File: config.mk
export PLATFORM = sky130hd
export DESIGN_NAME = wtp_fifo
export DESIGN_NICKNAME = d
export VERILOG_FILES = /design/src/rtl/wtp_pkg.sv /design/src/rtl/wtp_fifo.sv
export VERILOG_INCLUDE_DIRS = /design/src /design/src/rtl
export SDC_FILE = /design/constraint.sdc
export NUM_CORES = 1
export LEC_CHECK = 0
export ABC_AREA = 1
export BUFFER_PORTS_ARGS = -buffer_cell sky130_fd_sc_hd__buf_2
export CORE_ASPECT_RATIO = 0.6
export CORE_UTILIZATION = 29
export DETAILED_ROUTE_END_ITERATION = 10
export GPL_TIMING_DRIVEN = 1
export PLACE_DENSITY = 0.55
export SLEW_MARGIN = 25
export SYNTH_ARGS = -nofsm -noshare
export SYNTH_HDL_FRONTEND = slang
export SYNTH_SLANG_ARGS = --single-unit
File: constraint.sdc
create_clock -name clk_i -period 4.4 [get_ports clk_i]
set_clock_uncertainty 0.2 [all_clocks]
set_input_delay 0.88 -clock clk_i [delete_from_list [all_inputs] [get_ports clk_i]]
set_output_delay 0.88 -clock clk_i [all_outputs]
set_load 0.01 [all_outputs]
File: src/rtl/world_to_pixel_projection_macros.svh
// Assertion macros shared by the projection block.
`ifndef WORLD_TO_PIXEL_PROJECTION_MACROS_SVH
`define WORLD_TO_PIXEL_PROJECTION_MACROS_SVH

// Clocked assertion that is off while reset is held.
`define WTP_ASSERT(label, prop, msg) \
  label: assert property (@(posedge clk_i) disable iff (!rst_ni) (prop)) else $error(msg);

// Clocked assertion that also holds during reset.
`define WTP_ASSERT_ALWAYS(label, prop, msg) \
  label: assert property (@(posedge clk_i) (prop)) else $error(msg);

`endif

File: src/rtl/wtp_pkg.sv
// Shared types and constants of the world to pixel projection block.
package wtp_pkg;

  localparam int unsigned PoseWords = 12;
  localparam int unsigned QDepth = 4;
  localparam int unsigned QPtrW = $clog2(QDepth);
  localparam int unsigned QCntW = $clog2(QDepth + 1);
  localparam int unsigned NumW = 63;
  localparam int unsigned DivW = 31;

  localparam logic OpLoad = 1'b0;
  localparam logic OpProject = 1'b1;

  localparam logic [1:0] RegFocalX = 2'd0;
  localparam logic [1:0] RegFocalY = 2'd1;
  localparam logic [1:0] RegCenterX = 2'd2;
  localparam logic [1:0] RegCenterY = 2'd3;

  // Camera-frame point handed from the front to the back.
  typedef struct packed {
    logic signed [31:0] cx;
    logic signed [31:0] cy;
    logic signed [31:0] cz;
    logic               bad;
  } cam_t;

  // Saturates a 66-bit signed value to 32 bits; bit 32 flags overflow.
  function automatic logic [32:0] sat66(input logic signed [65:0] x);
    logic [32:0] r;
    r = {1'b0, x[31:0]};
    if (x[65:31] != '0 && x[65:31] != '1) begin
      r = x[65] ? {1'b1, 32'h8000_0000} : {1'b1, 32'h7fff_ffff};
    end
    return r;
  endfunction

endpackage

File: src/rtl/wtp_fifo.sv
// Short queue of camera-frame points between front and back.
`include "world_to_pixel_projection_macros.svh"
module wtp_fifo (
  input  logic                      clk_i,
  input  logic                      rst_ni,
  input  logic                      push_i,
  input  wtp_pkg::cam_t             push_data_i,
  input  logic                      pop_i,
  output wtp_pkg::cam_t             head_o,
  output logic                      empty_o,
  output logic [wtp_pkg::QCntW-1:0] count_o
);

  localparam int unsigned QCntW = wtp_pkg::QCntW;

  wtp_pkg::cam_t               mem_q [wtp_pkg::QDepth];
  logic [wtp_pkg::QPtrW-1:0]   wr_q, rd_q;
  logic [wtp_pkg::QCntW-1:0]   cnt_q;

  assign head_o = mem_q[rd_q];
  assign empty_o = cnt_q == '0;
  assign count_o = cnt_q;

  always_ff @(posedge clk_i) begin
    if (push_i) begin
      mem_q[wr_q] <= push_data_i;
    end
  end

  always_ff @(posedge clk_i or negedge rst_ni) begin
    if (!rst_ni) begin
      wr_q  <= '0;
      rd_q  <= '0;
      cnt_q <= '0;
    end else begin
      if (push_i) begin
        wr_q <= wr_q + 1'b1;
      end
      if (pop_i) begin
        rd_q <= rd_q + 1'b1;
      end
      cnt_q <= cnt_q + QCntW'(push_i) - QCntW'(pop_i);
    end
  end

  `WTP_ASSERT(fifo_no_overflow, push_i |-> (32'(cnt_q) < wtp_pkg::QDepth), "queue overflow")
  `WTP_ASSERT(fifo_no_underflow, pop_i |-> !empty_o, "queue underflow")
  `WTP_ASSERT(fifo_count_step, push_i && !pop_i |=> cnt_q == $past(cnt_q) + 1'b1, "queue count did not rise on push")

endmodule

==> impl_metrics.json <==
{
  "synth_cell_types": 16,
  "synth-async-reset-ratio_pct": 1.77,
  "yosysMostFrequentCell": "nand2_1",
  "regToRegEndpoint": "mem_q[3][51]",
  "syn-num-nets": 1673,
  "dr.pass1.iters": 5,
  "vias": 10400,
  "ant_nets": 0,
  "row_count": 67,
  "cts_sinks": 395,
  "synth_ff_type": "edfxtp_1",
  "synth.yosys.warnings": 0,
  "r2r-start": "wr_q[0]",
  "post_cts_buffers": 0,
  "crit_path_end_kind": "primary output",
  "dp_hpwl_um": 20400,
  "netlist_area_mm2": 0.0168,
  "drv_cap": 0,
  "clkTransAtPathRegs_ps": 60,
  "ys_seq_area_share_pct": 70.6,
  "cts_tree": "done",
  "ys_top_cells_by_count": "nand2_1 (496), inv_1 (400), edfxtp_1 (388)",
  "finalWeightedCongestion": 0.735,
  "hold_class": "reg -> reg",
  "synthXorXnorAreaFrac_pct": 0.157,
  "grt_max_degree": 197,
  "setup_viol": 0,
  "fin_ws_ps": 906,
  "synth_edf_count": 388,
  "crit_fanout": 89,
  "worst_ep_arrival_time_ps": 2410,
  "syn_area_per_cell_um2": 10.7,
  "final_net_count": 1870,
  "slew_headroom_pct": 34.2,
  "placed_area_mm2": 0.0185,
  "cts_resized": 0,
  "fmax_mhz": 286,
  "drv_slew": 0,
  "synth_top_family_by_area": "simple AND/OR/NAND/NOR gates",
  "drive_gt1_share_pct": 15.9,
  "synthToLayoutAreaGrowth_pct": 18.0,
  "dieArea_mm2": 0.0588,
  "start_util_pct": 29.7,
  "synth_top_area_share_pct": 69.5,
  "tightest_slew_ps": 987,
  "numCtsBuffers": 40,
  "critPathRequiredTime_ps": 3320,
  "total_power_mw": 12.8,
  "crit_path_end": "head_o[49]",
  "power_density_mw_per_mm2": 650,
  "clkLatencyLatePin_ps": 530,
  "status": "finished, final reports clean",
  "p_leak_nw": 9.06,
  "ys_seq_elements": 395,
  "final.setup.tns_ps": 0,
  "crit_start": "rd_q[0]",
  "post-route-drc-count": 0,
  "synthSimpleGateAreaFrac_pct": 17.0,
  "wl_per_cell_um": 14.1,
  "cts_hold_buf": 1,
  "r2r_cells": 4,
  "grtUsageTotal_pct": 12.4,
  "period_minus_slack_ps": 3490,
  "hold_viol": 0,
  "r2r_slack_ps": 2230,
  "grt_pass1_wl_um": 57200,
  "die_x_um": 312,
  "h-tree-depth": 2,
  "timing.final.crit_share_pct": 79.4,
  "ios": 202,
  "ir_drop_mv": 0.717,
  "muxShareOfSynthArea_pct": 0,
  "core_area_mm2": 0.0564,
  "startpoint_type": "register",
  "netlist_instances": 1565,
  "grt_pass1_vias": 10200,
  "place_ws_ps": 1440,
  "root_buffer": "clkbuf_16",
  "viasPerCell": 4.07,
  "synth_adder_area_share_pct": 0.568,
  "crit_type": "reg -> out",
  "dr.first_iter.drc_count": 551,
  "port_buffers": 201,
  "synth_compound_area_share_pct": 0.0299,
  "wirelength_um": 36000,
  "synth_top_cells_by_area": "edfxtp_1 (70%), nand2_1 (11%), inv_1 (9.0%)",
  "die_h_um": 188,
  "rsz0062_at_grt": "false",
  "grt_overflow_total": 0,
  "grt_antenna_before_repair": 6,
  "ctsLongestPathBuffers": 3,
  "design_area_mm2": 0.0198,
  "synth_area_leader_cell": "edfxtp_1"
}
kinds of logic after synthesis:
group,count (synthesis)
AOI/OAI and AO/OA,1
DFF,395
buffers and inverters,467
xor gates and xnor gates,3
and+or+nand+nor,692
adders and majority gates,7
worst max-delay path, cell delays in order (launching register included):
cell     delay (ps)
dfrtp_4         510
inv_6           560
buf_12          320
nand2_1          80
nand3_1          70
nand2_1         100
buf_2           150
layout by cell type (no fill, tap or decap), types with 2 or more instances in the layout:
master      netlist  routed
nand3_1         195     195
clkbuf_1          9       6
inv_6             0       4
clkinv_4          0       2
clkinv_1          0       7
dfrtp_4           0       2
buf_4             9      10
ha_1              6       6
inv_4             2       5
buf_2            26     201
clkinv_2          0       7
edfxtp_1        388     388
clkbuf_16         0      41
inv_1           400     396
clkinvlp_4        0       3
dfrtp_1           7       5
bufinv_16         0       2
buf_12            0       8
xor2_1            3       3
nand2_1         496     496
registers in the layout, indices dropped and copies added, names as in the netlist:
name     cells
count_o      3
rd_q         2
wr_q         2
mem_q      388
per-layer routing:
metal | global-route usage [%] | routed length (um) | up-vias | share of wire [%]
li1 | - | - | 5273 | -
met1 | 17.2 | 17300 | 4842 | 48
met2 | 19.2 | 15800 | 206 | 44
met3 | 3.32 | 2080 | 58 | 5.8
met4 | 3.07 | 628 | 10 | 1.7
met5 | 0 | 69 | - | 0.19
per-stage QoR:
stage | hold WS (ps) | utilization (%) | cells
2_1_floorplan | 294 | - | 1565
3_3_place_gp | 317 | 32.8 | 2478
3_5_place_dp | 323 | 32.8 | 2478
4_1_cts | 292 | 35.0 | 2550
5_1_grt | 300 | 35.0 | 2550
6_report | 333 | 35.0 | 2551
worst min-delay path by stage:
| stage | from | to | cells past startpoint |
|---|---|---|---|
| 3_5_place_dp | wr_q[0] | wr_q[0] | 1 |
| 4_1_cts | push_data_i[93] | mem_q[0][93] | 1 |
| 3_3_place_gp | wr_q[0] | wr_q[0] | 1 |
| 2_1_floorplan | wr_q[0] | wr_q[0] | 1 |
| 6_report | wr_q[0] | wr_q[0] | 1 |
| 5_1_grt | push_data_i[93] | mem_q[3][93] | 1 |
report_power, final:
part	leakage, nW	internal (mW)	switching, mW
logic	4.81	1.43	3.08
registers	3.64	4.92	0.162
clock network	0.601	1.83	1.42
total	9.06	8.18	4.66
area by class of cell:
class	count	area [um^2]
Tap cell	759	950
Clock inverter	24	188
Fill cell	5588	36600
Sequential cell	395	11800
Multi-Input combinational cell	703	2970
Antenna cell	1	2.50
Inverter	402	1530
Timing Repair Buffer	220	1250
Clock buffer	47	1050
No activity file was read; power rests on OpenSTA's default activity.
